`config.mk`:
```
export PLATFORM = sky130hd
export DESIGN_NAME = char_lcd_nibble_writer
export DESIGN_NICKNAME = d
export VERILOG_FILES = /design/src/hw/rtl/cln_pkg.sv /design/src/hw/rtl/char_lcd_nibble_writer.sv
export VERILOG_INCLUDE_DIRS = /design/src /design/src/hw/rtl
export SDC_FILE = /design/constraint.sdc
export NUM_CORES = 1
export LEC_CHECK = 0
export BUFFER_PORTS_ARGS = -buffer_cell sky130_fd_sc_hd__buf_2
export CAP_MARGIN = 20
export CELL_PAD_IN_SITES_DETAIL_PLACEMENT = 0
export CELL_PAD_IN_SITES_GLOBAL_PLACEMENT = 2
export CORE_UTILIZATION = 36
export CTS_CLUSTER_DIAMETER = 120
export DETAILED_ROUTE_END_ITERATION = 8
export PLACE_DENSITY_LB_ADDON = 0.08
export RECOVER_POWER = 50
export SLEW_MARGIN = 20
export SYNTH_ARGS = -nofsm -noshare
export SYNTH_HDL_FRONTEND = slang
export SYNTH_SLANG_ARGS = --single-unit
```
`constraint.sdc`:
```
create_clock -name clk -period 4 [get_ports clk]
set_input_delay 0.2 -clock clk [delete_from_list [all_inputs] [get_ports clk]]
set_output_delay 0.2 -clock clk [all_outputs]
set_load 0.05 [all_outputs]
```
`src/hw/rtl/assert_macros.svh`:
```
// Assertion helpers for the LCD writer checks.
// The clock and reset of the including module are clk and arst_n.
`ifndef ASSERT_MACROS_SVH
`define ASSERT_MACROS_SVH

// Concurrent check on the module clock, off while reset is asserted.
`define CLN_ASSERT(lbl, prop) lbl: assert property (@(posedge clk) disable iff (!arst_n) \
	prop) else $error("char lcd writer check failed");

// Same-cycle implication.
`define CLN_IMPLY(lbl, ante, cons) `CLN_ASSERT(lbl, (ante) |-> (cons))

// Next-cycle implication.
`define CLN_NEXT(lbl, ante, cons) `CLN_ASSERT(lbl, (ante) |=> (cons))

`endif

```
`src/hw/rtl/cln_pkg.sv`:
```
`default_nettype none

package cln_pkg;

	// Input action codes
	typedef enum logic [1:0] {
		ACT_INIT   = 2'd0,
		ACT_CMD    = 2'd1,
		ACT_DATA   = 2'd2,
		ACT_CURSOR = 2'd3
	} action_t;

	// Configuration register indexes
	localparam logic CFG_STROBE_HOLD = 1'b0;
	localparam logic CFG_POWER_WAIT  = 1'b1;

	localparam int HOLD_W   = 17;
	localparam int STROBE_W = 10;
	localparam int EXTRA_W  = 14;

	localparam logic [STROBE_W-1:0] STROBE_HOLD_RST = 10'd20;
	localparam logic [HOLD_W-1:0]   POWER_WAIT_RST  = 17'd50000;

	// Microprogram layout: a four-step byte routine, then the init routine
	localparam int INIT_COUNT = 9;
	localparam int BYTE_ENTRY = 0;
	localparam int INIT_ENTRY = 4;
	localparam int ROM_DEPTH  = INIT_ENTRY + 1 + 4 * INIT_COUNT;
	localparam int PC_W       = $clog2(ROM_DEPTH);

	localparam logic [7:0] INIT_CMD [INIT_COUNT] = '{
		8'h30, 8'h30, 8'h30, 8'h20, 8'h28, 8'h08, 8'h01, 8'h06, 8'h0C
	};
	localparam logic [EXTRA_W-1:0] INIT_EXTRA_US [INIT_COUNT] = '{
		14'd5000, 14'd1000, 14'd10000, 14'd10000, 14'd1000,
		14'd1000, 14'd2000, 14'd1000, 14'd0
	};

	localparam logic [7:0] SET_DDRAM = 8'h80;

	// Hold time source for a step
	typedef enum logic {
		HOLD_STROBE = 1'b0,
		HOLD_POWER  = 1'b1
	} hold_sel_t;

	// One control word of the microprogram
	typedef struct packed {
		logic                use_reg;   // nibble from latched byte, else constant
		logic [7:0]          cbyte;
		logic                lo_nib;
		logic                en;
		hold_sel_t           hold;
		logic [EXTRA_W-1:0]  extra_us;
		logic                last;
	} ucode_t;

	function automatic ucode_t ucode_rom(input logic [PC_W-1:0] pc);
		ucode_t            w;
		logic [PC_W-1:0]   off;
		logic [3:0]        idx;
		logic [1:0]        ph;
		w = '0;
		w.hold = HOLD_STROBE;
		off = pc - PC_W'(INIT_ENTRY + 1);
		idx = off[PC_W-1:2];
		ph = off[1:0];
		if (pc < PC_W'(INIT_ENTRY)) begin
			w.use_reg = 1'b1;
			w.lo_nib = pc[1];
			w.en = !pc[0];
			w.last = (pc == PC_W'(INIT_ENTRY - 1));
		end else if (pc == PC_W'(INIT_ENTRY)) begin
			w.hold = HOLD_POWER;
		end else if (pc < PC_W'(ROM_DEPTH)) begin
			w.cbyte = INIT_CMD[idx];
			w.lo_nib = ph[1];
			w.en = !ph[0];
			if (ph == 2'd3) begin
				w.extra_us = INIT_EXTRA_US[idx];
			end
			w.last = (pc == PC_W'(ROM_DEPTH - 1));
		end else begin
			w.last = 1'b1;
		end
		return w;
	endfunction

	// DDRAM row base for rows one to four, zero otherwise
	function automatic logic [7:0] row_base(input logic [2:0] row);
		logic [7:0] b;
		unique case (row)
			3'd1:    b = 8'h00;
			3'd2:    b = 8'h40;
			3'd3:    b = 8'h14;
			3'd4:    b = 8'h54;
			default: b = 8'h00;
		endcase
		return b;
	endfunction

endpackage

`default_nettype wire

```
`src/hw/rtl/char_lcd_nibble_writer.sv`:
```
`default_nettype none
// Character LCD writer for a 4-bit bus.
// Command channel: an item (action, data_byte, row, column) is taken at a
// clock edge where start is high and busy is low. Actions: init sequence,
// command byte, data byte, set cursor (command 0x80 | base+column-1).
// Every pin step comes out as one result on reg_select, nibble, enable,
// hold_us and last, valid for exactly one cycle while result_strobe is high;
// last marks the final step of the item. Results cannot be held off.
// The accepting edge loads the step counter; the result registers then take the first step.
// A byte action gives 4 steps, one per cycle, and the next item is taken
// at the edge that registers the final step, so items can follow back to back.
// The init action gives 37 steps.
// Steps are read from a 41-word microcode ROM by a step counter; one word
// per cycle sets the rate.
// Configuration: cfg_write with cfg_index 0 (strobe hold, us) or
// 1 (power-on wait, us) and cfg_data; write only while idle.
// Reset: asynchronous, clears the sequencer and loads the default register
// values (20 us strobe hold, 50000 us power-on wait).
`include "assert_macros.svh"

module char_lcd_nibble_writer import cln_pkg::*; (
	input  wire logic              clk,
	input  wire logic              arst_n,
	input  wire logic              start,
	output logic                   busy,
	input  wire logic [1:0]        action,
	input  wire logic [7:0]        data_byte,
	input  wire logic [2:0]        row,
	input  wire logic [7:0]        column,
	input  wire logic              cfg_write,
	input  wire logic              cfg_index,
	input  wire logic [HOLD_W-1:0] cfg_data,
	output logic                   result_strobe,
	output logic                   reg_select,
	output logic [3:0]             nibble,
	output logic                   enable,
	output logic [HOLD_W-1:0]      hold_us,
	output logic                   last
);

	logic [STROBE_W-1:0] strobe_hold_q;
	logic [HOLD_W-1:0]   power_wait_q;
	logic                running_q;
	logic [PC_W-1:0]     pc_q;
	logic [7:0]          byte_q;
	logic                rs_q;

	logic                strobe_q;
	logic                rs_out_q;
	logic [3:0]          nib_out_q;
	logic                en_out_q;
	logic [HOLD_W-1:0]   hold_out_q;
	logic                last_out_q;

	ucode_t              uw;
	logic                accept;
	logic [7:0]          cursor_cmd;
	logic [7:0]          src_byte;
	logic [3:0]          step_nib;
	logic [HOLD_W-1:0]   step_hold;

	// Microcode fetch for the current step
	assign uw = ucode_rom(pc_q);

	// Free on the cycle of the final step, so the next item follows directly
	assign busy = running_q && !uw.last;
	assign accept = start && !busy;

	// Cursor command: base + column - 1, wrapped at eight bits
	assign cursor_cmd = SET_DDRAM | (row_base(row) + column + 8'hFF);

	// Step datapath
	always_comb begin
		src_byte = uw.use_reg ? byte_q : uw.cbyte;
		step_nib = uw.lo_nib ? src_byte[3:0] : src_byte[7:4];
		if (uw.hold == HOLD_POWER) begin
			step_hold = power_wait_q;
		end else begin
			step_hold = HOLD_W'(strobe_hold_q) + HOLD_W'(uw.extra_us);
		end
	end

	// Configuration registers
	always_ff @(posedge clk or negedge arst_n) begin
		if (!arst_n) begin
			strobe_hold_q <= STROBE_HOLD_RST;
			power_wait_q <= POWER_WAIT_RST;
		end else if (cfg_write) begin
			if (cfg_index == CFG_STROBE_HOLD) begin
				strobe_hold_q <= cfg_data[STROBE_W-1:0];
			end else begin
				power_wait_q <= cfg_data;
			end
		end
	end

	// Sequencer: dispatch on accept, step through the ROM, stop on last
	always_ff @(posedge clk or negedge arst_n) begin
		if (!arst_n) begin
			running_q <= 1'b0;
			pc_q <= '0;
		end else if (accept) begin
			running_q <= 1'b1;
			pc_q <= (action_t'(action) == ACT_INIT) ? PC_W'(INIT_ENTRY) : PC_W'(BYTE_ENTRY);
		end else if (running_q) begin
			running_q <= !uw.last;
			pc_q <= pc_q + 1'b1;
		end
	end

	// Item latch
	always_ff @(posedge clk) begin
		if (accept) begin
			unique case (action_t'(action))
				ACT_INIT: begin
					byte_q <= 8'h00;
					rs_q <= 1'b0;
				end
				ACT_CMD: begin
					byte_q <= data_byte;
					rs_q <= 1'b0;
				end
				ACT_DATA: begin
					byte_q <= data_byte;
					rs_q <= 1'b1;
				end
				ACT_CURSOR: begin
					byte_q <= cursor_cmd;
					rs_q <= 1'b0;
				end
				default: begin
					byte_q <= 8'h00;
					rs_q <= 1'b0;
				end
			endcase
		end
	end

	// Result strobe
	always_ff @(posedge clk or negedge arst_n) begin
		if (!arst_n) begin
			strobe_q <= 1'b0;
		end else begin
			strobe_q <= running_q;
		end
	end

	// Result payload
	always_ff @(posedge clk) begin
		if (running_q) begin
			rs_out_q <= uw.use_reg && rs_q;
			nib_out_q <= step_nib;
			en_out_q <= uw.en;
			hold_out_q <= step_hold;
			last_out_q <= uw.last;
		end
	end

	assign result_strobe = strobe_q;
	assign reg_select = rs_out_q;
	assign nibble = nib_out_q;
	assign enable = en_out_q;
	assign hold_us = hold_out_q;
	assign last = last_out_q;

	// Checks
	`CLN_IMPLY(a_pc_range, running_q, pc_q < PC_W'(ROM_DEPTH))
	`CLN_NEXT(a_accept_runs, accept, running_q && result_strobe == $past(running_q))
	`CLN_NEXT(a_enable_pair, result_strobe && enable, result_strobe && !enable && nibble == $past(nibble))
	`CLN_NEXT(a_no_gap, result_strobe && !last, result_strobe)

endmodule

`default_nettype wire

```
==> run summary, run 1 <==
Die Area -> 0.0115 mm^2
nature of the critical path endpoint -> flop
met2 WL -> 4430 um
wirelength, routed -> 9160 um
Switch Pwr -> 1.78 mW
gr usage total -> 17.4%
Final Hold Fails -> 0
wire per inst -> 15.4 um
# H-tree levels -> 3
cts hold-fix bufs -> 1
Die Y -> 107 um
Finished Core Util -> 44.1%
Clk pwr share -> 13.6%
# resized after CTS -> 0
Slew Limit Fails -> 68
die width -> 107 um
P_leak -> 2.02 nW
final worst setup slack -> 0.386 ns
fin crit period -> 3.61 ns
DP HPWL -> 6640 um
Area Overhead vs Synth -> 19.4%
initial antenna violation count -> 0
Achievable Freq -> 277 MHz
status -> complete, but fails checks
Row Count -> 38
synth unique cells -> 61
Worst Skew -> 0.0130 ns
logic gate share of total power -> 57.3%
first-pass GRT wire length -> 15000 um
RSZ-0062 raised after global routing -> no
Synth Cell Area -> 0.00398 mm^2
routability cong. -> 0.868
Flop pwr share -> 29.1%
postcts setup bufs -> 0
worst slew pin tran -> 2.03 ns
Max Cap Violations -> 2
total clock sinks -> 68
Initial Utilization -> 36.9%
Hold Slack -> 0.0766 ns
Async SR Flop Fraction -> 51.5%
Worst setup SP type -> flop
EDFF count, synth -> 33
WL met3 -> 339 um
max_slew headroom -> -35.3%
Sw Ratio -> 46.1%
Critical Path AT -> 3.72 ns
first-pass detailed-route iteration total -> 4
total CTS buffers -> 9
Hold Crit Class -> input pin to flop
dpl ws -> 0.402 ns
WP data required -> 4.10 ns
vias in the first global route -> 3038
Routed Antenna Nets -> 0
# diodes -> 0
Root Driver -> clkbuf_8
syn avg cell area -> 10.9 um^2
DRC violations left -> 0
post-synthesis cell count -> 365
clock transition at the registers of the reported paths -> 0.08 ns
Sequential Area -> 0.00188 mm^2
syn nets -> 430
IO Pins -> 69
Iter 0 DRT Violations -> 140
Peak VDD IR -> 0.398 mV
Clk Latency, worst-skew pair -> 0.35 ns
placed cells -> 578
nets -> 515
Seq/Total Area, Yosys -> 47.1%
pwr dens -> 812 mW/mm^2
WL met1 -> 4200 um
TritonCTS clock tree -> yes
TNS Setup -> 0 ns
Critical Path Fanout Max -> 6
multi-input logic area -> 0.00191 mm^2
share of cells above drive strength 1 -> 31.9%
final cell count without fillers -> 595
DR vias -> 3000
Ys Warns -> 0
fill count -> 1097
kind of critical path -> flop to flop
Pint -> 2.08 mW
PortBufs -> 67
top routing layer used -> met4
Tcrit/Tclk final -> 90.3%
CTS max path bufs -> 2
number of synthesized register bits -> 68
largest net degree at the start of global routing -> 36
gr ovfl total -> 0
endpoints failing setup -> 0
vias per std cell -> 5.04
violated checks -> capacitance limit, slew limit
core area -> 0.0108 mm^2
Synth Flop Type -> edfxtp_1
through the flow:
stage	area, um^2	power [mW]
finish	4760	3.86
global route	4760	4.16
CTS	4780	3.92
detailed placement	4590	3.37
global placement	4590	3.38
floorplan	3980	2.76
kinds of logic (layout without fill, tap and decap cells):
family                     count (synthesis)  after routing  synth area share [%]
muxes                                     34             34                  9.58
buffers and inverters                     45            135                  4.84
AOI/OAI and AO/OA                         85             85                  15.2
xor gates and xnor gates                  18             18                  3.96
adders and majority gates                 22             22                  7.29
and+or+nand+nor                           93             93                  12.0
DFF                                       68             68                  47.1
power by group through the flow:
stage	logic, mW	registers, mW	clock network (mW)
global route	2.43	1.15	0.575
detailed placement	2.24	1.13	0
floorplan	1.23	1.53	0
CTS	2.26	1.12	0.544
global placement	2.24	1.13	0
finish	2.21	1.13	0.524
cell type report:
| type | count | share of cell area [%] |
|---|---|---|
| clock buffers | 11 | 2.97 |
| clock inverters | 5 | 0.737 |
| inverters | 24 | 1.89 |
| multi-input cells | 252 | 40.3 |
| flip-flops and latches | 68 | 39.5 |
| well taps | 140 | 3.68 |
| repair buffers | 95 | 11.0 |
layer usage:
| layer | GRT usage, % | up-vias |
|---|---|---|
| li1 | - | 1488 |
| met1 | 22.0 | 1426 |
| met2 | 28.8 | 68 |
| met3 | 3.10 | 18 |
| met4 | 8.12 | 0 |
| met5 | 0 | - |
cells in the mapped netlist (all sizes together), types with 3 or more instances:
library cell  instances  share of area [%]
a2111oi               4                1.4
a211oi                7                1.3
a21o                  4               0.75
a21oi                17                2.2
a22oi                 6                1.3
a31oi                 4               0.63
and2                  7                1.1
buf                   8                1.4
clkbuf               13                1.2
dfrtp                27                 17
dfstp                 8                5.3
edfxtp               33                 25
ha                   20                6.3
inv                  24                2.3
mux2                 33                9.3
nand2                23                2.2
nand2b                9                1.4
nor2                 27                2.5
nor3                 11                1.9
o21a                  3               0.57
o21ai                15                1.9
o21bai                4               0.75
o22ai                 5               0.79
or3                   3               0.60
xnor2                16                3.5
cells in the final DEF, fill, tap and decap left out, types with 7 or more instances in the layout:
master and count:
nor3_1 8, edfxtp_1 33, mux2_2 32, clkbuf_1 19
ha_1 20, dfrtp_1 27, xnor2_1 16, and2_1 7
nand2_1 22, buf_4 26, dfstp_2 8, nand2b_1 9
clkbuf_8 10, a21oi_1 16, buf_2 50, inv_1 22
nor2_1 27, a211oi_1 7, o21ai_0 14
registers in the layout, summed over array words and instances, names as in the netlist:
register	count
hold_us	17
result_strobe	1
enable	1
nibble	4
running_q	1
power_wait_q	17
rs_q	1
strobe_hold_q	10
pc_q	6
reg_select	1
last	1
byte_q	8
path summary, 6_finish.rpt:
check | cells past startpoint | start | slack (ns) | end
max | 14 | pc_q[1] | 0.39 | hold_us[10]
min in group asynchronous | 2 | arst_n | 0.96 | power_wait_q[2]
max reg2reg | 14 | pc_q[1] | 0.39 | hold_us[10]
min | 2 | cfg_data[16] | 0.08 | power_wait_q[16]
max in group asynchronous | 2 | arst_n | 1.88 | strobe_hold_q[9]
min reg2reg | 1 | power_wait_q[7] | 0.51 | power_wait_q[7]
worst max-delay path, stage by stage, from the launching register on:
cell and delay (ns):
dfrtp_1 0.38, inv_1 0.19, ha_1 0.26, nand2b_1 0.09
o21ai_0 0.16, a211oi_1 0.12, or3_4 0.41, a2111oi_4 0.33
ha_1 0.31, o21ai_1 0.09, nor2_1 0.06, or4_1 0.39
a31oi_1 0.24, nor3_1 0.07, a221o_1 0.27
(Power assumes the default switching activity.)
==> inputs of run 2 (changes only) <==
--- a/config.mk
+++ b/config.mk
@@ -7,13 +7,15 @@
 export NUM_CORES = 1
 export LEC_CHECK = 0
+export ABC_AREA = 1
 export BUFFER_PORTS_ARGS = -buffer_cell sky130_fd_sc_hd__buf_2
 export CAP_MARGIN = 20
 export CELL_PAD_IN_SITES_DETAIL_PLACEMENT = 0
 export CELL_PAD_IN_SITES_GLOBAL_PLACEMENT = 2
-export CORE_UTILIZATION = 36
+export CORE_UTILIZATION = 33
 export CTS_CLUSTER_DIAMETER = 120
 export DETAILED_ROUTE_END_ITERATION = 8
 export PLACE_DENSITY_LB_ADDON = 0.08
 export RECOVER_POWER = 50
+export SKIP_CTS_REPAIR_TIMING = 1
 export SLEW_MARGIN = 20
 export SYNTH_ARGS = -nofsm -noshare
==> constraint.sdc (replaced) <==
create_clock -name clk -period 4 [get_ports clk]
set_input_delay 0.8 -clock clk [delete_from_list [all_inputs] [get_ports clk]]
set_output_delay 0.8 -clock clk [all_outputs]
set_load 0.05 [all_outputs]
==> run summary, run 2 <==
Iter 0 DRT Violations -> 115
DR vias -> 3083
worst hold path startpoint -> power_wait_q[15]
most frequent cells in the layout -> nand2_1, buf_2, inv_1
Critical Path AT -> 3.28 ns
Pint -> 1.94 mW
top routing layer used -> met4
met2 WL -> 4210 um
Final Hold Fails -> 0
Die Area -> 0.0122 mm^2
Peak VDD IR -> 0.434 mV
die width -> 110 um
Clk pwr share -> 19.6%
placed cell area -> 0.00435 mm^2
gr usage total -> 15.4%
placed cells -> 654
Row Count -> 39
Achievable Freq -> 310 MHz
endpoints failing setup -> 0
vias per std cell -> 4.60
Async SR Flop Fraction -> 51.5%
Hold Crit Class -> flop to flop
kind of critical path -> flop to flop
worst slew pin tran -> 2.07 ns
largest net degree at the start of global routing -> 36
IO Pins -> 69
Switch Pwr -> 1.67 mW
Commonest cells post-synth -> nand2_1, inv_1, o21ai_0
Die Y -> 110 um
Sw Ratio -> 46.3%
wirelength, routed -> 8630 um
wire per inst -> 12.9 um
final cell count without fillers -> 670
Critical Path Fanout Max -> 14
Seq/Total Area, Yosys -> 48.3%
# H-tree levels -> 3
first-pass detailed-route iteration total -> 4
total CTS buffers -> 9
Synth area leader -> edfxtp_1
syn avg cell area -> 8.57 um^2
max_slew headroom -> -37.8%
most common cell after layout, fill and taps aside -> nand2_1
nature of the critical path endpoint -> flop
initial antenna violation count -> 0
WHS Path Cells -> 2
Worst setup SP type -> flop
Tcrit/Tclk final -> 80.5%
Area Overhead vs Synth -> 18.0%
CTS max path bufs -> 2
final worst setup slack -> 0.779 ns
Hold Crit Endpoint -> power_wait_q[15]
top cell type's share of synthesized area -> 25.5%
nets -> 587
Max Cap Violations -> 2
cell with the most instances after synthesis -> nand2_1
logic gate share of total power -> 49.1%
Synth Cell Area -> 0.00388 mm^2
synth unique cells -> 36
RSZ-0062 raised after global routing -> no
Worst Reg-to-Reg Cells -> 13
EDFF count, synth -> 33
vias in the first global route -> 3155
gr ovfl total -> 0
Root Driver -> clkbuf_16
R2R setup slack -> 0.78 ns
Flop pwr share -> 31.3%
pwr dens -> 789 mW/mm^2
TNS Setup -> 0 ns
first-pass GRT wire length -> 14800 um
clock transition at the registers of the reported paths -> 0.06 ns
Worst Skew -> 0.00820 ns
syn nets -> 518
RR Endpoint -> hold_us[10]
# diodes -> 0
core area -> 0.0114 mm^2
share of cells above drive strength 1 -> 21.1%
routability cong. -> 0.823
DP HPWL -> 6420 um
WP data required -> 4.06 ns
number of synthesized register bits -> 68
ranking of synthesized cells by area -> edfxtp_1, dfrtp_1, nand2_1
DRC violations left -> 0
WL met3 -> 349 um
Ys Warns -> 0
Routed Antenna Nets -> 0
TritonCTS clock tree -> yes
reg2reg start -> pc_q[0]
Initial Utilization -> 34.0%
total clock sinks -> 68
dpl ws -> 0.987 ns
P_leak -> 2.34 nW
PortBufs -> 67
fin crit period -> 3.22 ns
WL met1 -> 3910 um
Slew Limit Fails -> 62
violated checks -> capacitance limit, slew limit
Synth Flop Type -> edfxtp_1
post-synthesis cell count -> 453
Final Cell Area -> 0.00458 mm^2
status -> complete, but fails checks
Clk Latency, worst-skew pair -> 0.34 ns
==> run 2: final cells by class <==
class / count / area (um^2)
Clock buffer: 11 / 233
Sequential cell: 68 / 1880
Tap cell: 143 / 179
Fill cell: 1220 / 6840
Timing Repair Buffer: 70 / 348
Clock inverter: 5 / 28.8
Inverter: 66 / 248
Multi-Input combinational cell: 307 / 1670
==> run 2: cell families after synthesis <==
kind of cell,share of synthesized area [%]
and+or+nand+nor,24.5
buffers and inverters,8.12
DFF,48.3
AOI/OAI and AO/OA,8.80
adders and majority gates,7.48
xor gates and xnor gates,1.58
muxes,1.16
==> run 2: worst max-delay path, cell delays in order, from the launching register on <==
cell      delay [ns]
dfrtp_1         0.40
inv_1           0.12
ha_1            0.26
nand4_2         0.10
clkbuf_1        0.67
nand3_4         0.19
nor3_1          0.20
ha_1            0.34
nand2_1         0.12
nand3_1         0.13
nand2_1         0.08
nand3_1         0.09
nand3_1         0.10
nand3_1         0.12
==> run 2: worst max-delay path by stage <==
| stage | startpoint | to | slack (ns) |
|---|---|---|---|
| after floorplan | row[1] | byte_q[5] | 1.39 |
| after global placement | row[1] | byte_q[5] | 1.0 |
| after detailed placement | row[1] | byte_q[5] | 0.99 |
| after CTS | pc_q[1] | hold_us[9] | 1.06 |
| after global routing | pc_q[0] | hold_us[8] | 0.52 |
| final | pc_q[0] | hold_us[10] | 0.78 |
==> run 2: through the flow <==
| stage | util, % | power, mW | hold slack [ns] |
|---|---|---|---|
| floorplan | - | 2.57 | 0.451 |
| global placement | 38.1 | 2.96 | 0.461 |
| detailed placement | 38.1 | 2.98 | 0.465 |
| CTS | 40.4 | 3.70 | 0.474 |
| global route | 40.1 | 3.90 | 0.501 |
| finish | 40.1 | 3.61 | 0.472 |
==> run 2: power by group through the flow <==
stage	Sequential, mW	Combinational [mW]	Clock, mW
floorplan	1.48	1.08	0
global placement	1.15	1.82	0
detailed placement	1.15	1.83	0
CTS	1.14	1.83	0.726
global route	1.15	1.99	0.753
finish	1.13	1.77	0.708
==> run 2: routing by layer <==
layer  vias up  global-route usage (%)
li1       1603                       -
met4         0                    6.67
met5         -                       0
met3        13                    3.46
met1      1414                    18.1
met2        53                    26.7
==> inputs of run 3 (changes only) <==
Settings changed: CORE_UTILIZATION 33 to 30.
Clock period 4 ns to 2.85 ns, I/O delays scaled along.
==> run summary, run 3 (synthesis results as in run 2) <==
status -> complete, but fails checks
violated checks -> capacitance limit, slew limit
Hold Crit Endpoint -> power_wait_q[14]
fin crit period -> 2.61 ns
vias in the first global route -> 2988
Achievable Freq -> 383 MHz
Final Hold Fails -> 0
core area -> 0.0126 mm^2
nets -> 595
gr ovfl total -> 0
gr usage total -> 14.3%
reg2reg start -> pc_q[1]
Root Driver -> clkbuf_16
Critical Path Fanout Max -> 5
RSZ-0062 raised after global routing -> no
clock transition at the registers of the reported paths -> 0.06 ns
kind of critical path -> flop to flop
RR Endpoint -> hold_us[8]
Row Count -> 41
pwr dens -> 1120 mW/mm^2
Final Cell Area -> 0.00476 mm^2
largest net degree at the start of global routing -> 36
Hold Crit Class -> input pin to flop
Routed Antenna Nets -> 0
Critical Path AT -> 2.69 ns
wirelength, routed -> 8730 um
DR vias -> 3077
worst hold path startpoint -> cfg_data[14]
Tcrit/Tclk final -> 91.6%
initial antenna violation count -> 0
Die Area -> 0.0134 mm^2
Area Overhead vs Synth -> 22.5%
Worst Skew -> 0.00536 ns
slowest stage delay, CP -> 0.39 ns
DRC violations left -> 0
Worst setup SP type -> flop
vias per std cell -> 4.35
CP max-delay cell -> dfrtp_1
Crit path max-delay family -> simple AND/OR/NAND/NOR gates
Finished Core Util -> 37.7%
Iter 0 DRT Violations -> 142
total clock sinks -> 68
# H-tree levels -> 3
first-pass detailed-route iteration total -> 4
Buf/Inv on CP -> 4
Hold Slack -> 0.459 ns
endpoints failing setup -> 0
Worst Reg-to-Reg Cells -> 17
R2R setup slack -> 0.24 ns
die width -> 116 um
Max Cap Violations -> 2
Peak VDD IR -> 0.503 mV
first-pass GRT wire length -> 14300 um
routability cong. -> 0.761
P_leak -> 2.40 nW
Slew Limit Fails -> 62
Clk Latency, worst-skew pair -> 0.34 ns
critical path cell sequence -> inv_1 -> ha_2 -> inv_1 -> nand2_4 -> nand2_1 -> nand2_1 -> nand2_2 -> nand2_2 -> inv_1 -> nor3_1 -> ha_1 -> nand2_1 -> inv_1 -> a21oi_1 -> nand2_1 -> xnor2_1 -> o21ai_0
TNS Setup -> 0 ns
max_slew headroom -> -33.5%
total CTS buffers -> 9
Initial Utilization -> 30.8%
fill count -> 1366
# diodes -> 0
placed cells -> 691
IO Pins -> 69
share of cells above drive strength 1 -> 24.3%
TritonCTS clock tree -> yes
final cell count without fillers -> 707
CTS max path bufs -> 2
worst slew pin tran -> 2.00 ns
WHS Path Cells -> 3
wire per inst -> 12.3 um
most common cell after layout, fill and taps aside -> nand2_1
WP data required -> 2.93 ns
nature of the critical path endpoint -> flop
most frequent cells in the layout -> nand2_1, buf_2, inv_1
DP HPWL -> 6530 um
placed cell area -> 0.00445 mm^2
Die Y -> 116 um
PortBufs -> 67
## run 3: cell types whose count changed in the layout (fill, tap and decap cells not counted), moves of 2 or more
| cell | delta |
|---|---|
| inv_6 | +2 |
| nor2_1 | -2 |
| ha_2 | +2 |
| ha_1 | -2 |
| buf_4 | +9 |
| clkbuf_1 | -3 |
| clkinv_2 | -3 |
## run 3: cell type report
class	count	area, um^2	area share [%]
flip-flops and latches	68	1880	39.5
multi-input cells	307	1710	35.9
repair buffers	78	412	8.66
inverters	66	248	5.21
clock buffers	9	225	4.74
well taps	172	215	4.53
clock inverters	7	73.8	1.55
## run 3: worst max-delay path by stage
stage	endpoint	from	cells past startpoint
after CTS	hold_us[9]	pc_q[1]	15
after global placement	hold_us[9]	pc_q[1]	15
after floorplan	hold_us[9]	pc_q[0]	16
final	hold_us[8]	pc_q[1]	17
after detailed placement	byte_q[5]	row[1]	13
after global routing	hold_us[8]	pc_q[1]	17
## run 3: power by group
| part | internal [mW] | leakage, nW | switching (mW) |
|---|---|---|---|
| sequential | 1.43 | 0.761 | 0.155 |
| combinational | 0.806 | 1.50 | 1.80 |
| clock | 0.682 | 0.144 | 0.443 |
| total | 2.92 | 2.40 | 2.40 |
## run 3: worst reg2reg max path: cells and delay by family (launching register included)
kind | cells | cell delay (ns)
DFF | 1 | 0.39
AOI/OAI and AO/OA | 2 | 0.22
xor gates and xnor gates | 1 | 0.16
and+or+nand+nor | 8 | 0.79
buffers and inverters | 4 | 0.26
adders and majority gates | 2 | 0.52
## run 3: stage by stage
step | total power [mW] | worst slack [ns]
6_report | 5.32 | 0.238
5_1_grt | 5.75 | 0.0270
4_1_cts | 5.39 | 0.131
3_5_place_dp | 4.24 | 0.126
3_3_place_gp | 4.24 | 0.144
2_1_floorplan | 3.60 | 0.318
## run 3: routing by layer
layer,part of all wire [%],track usage (%)
met1,47,17.2
met2,48,24.1
met3,4.1,4.45
met4,1.3,4.96
met5,0,0
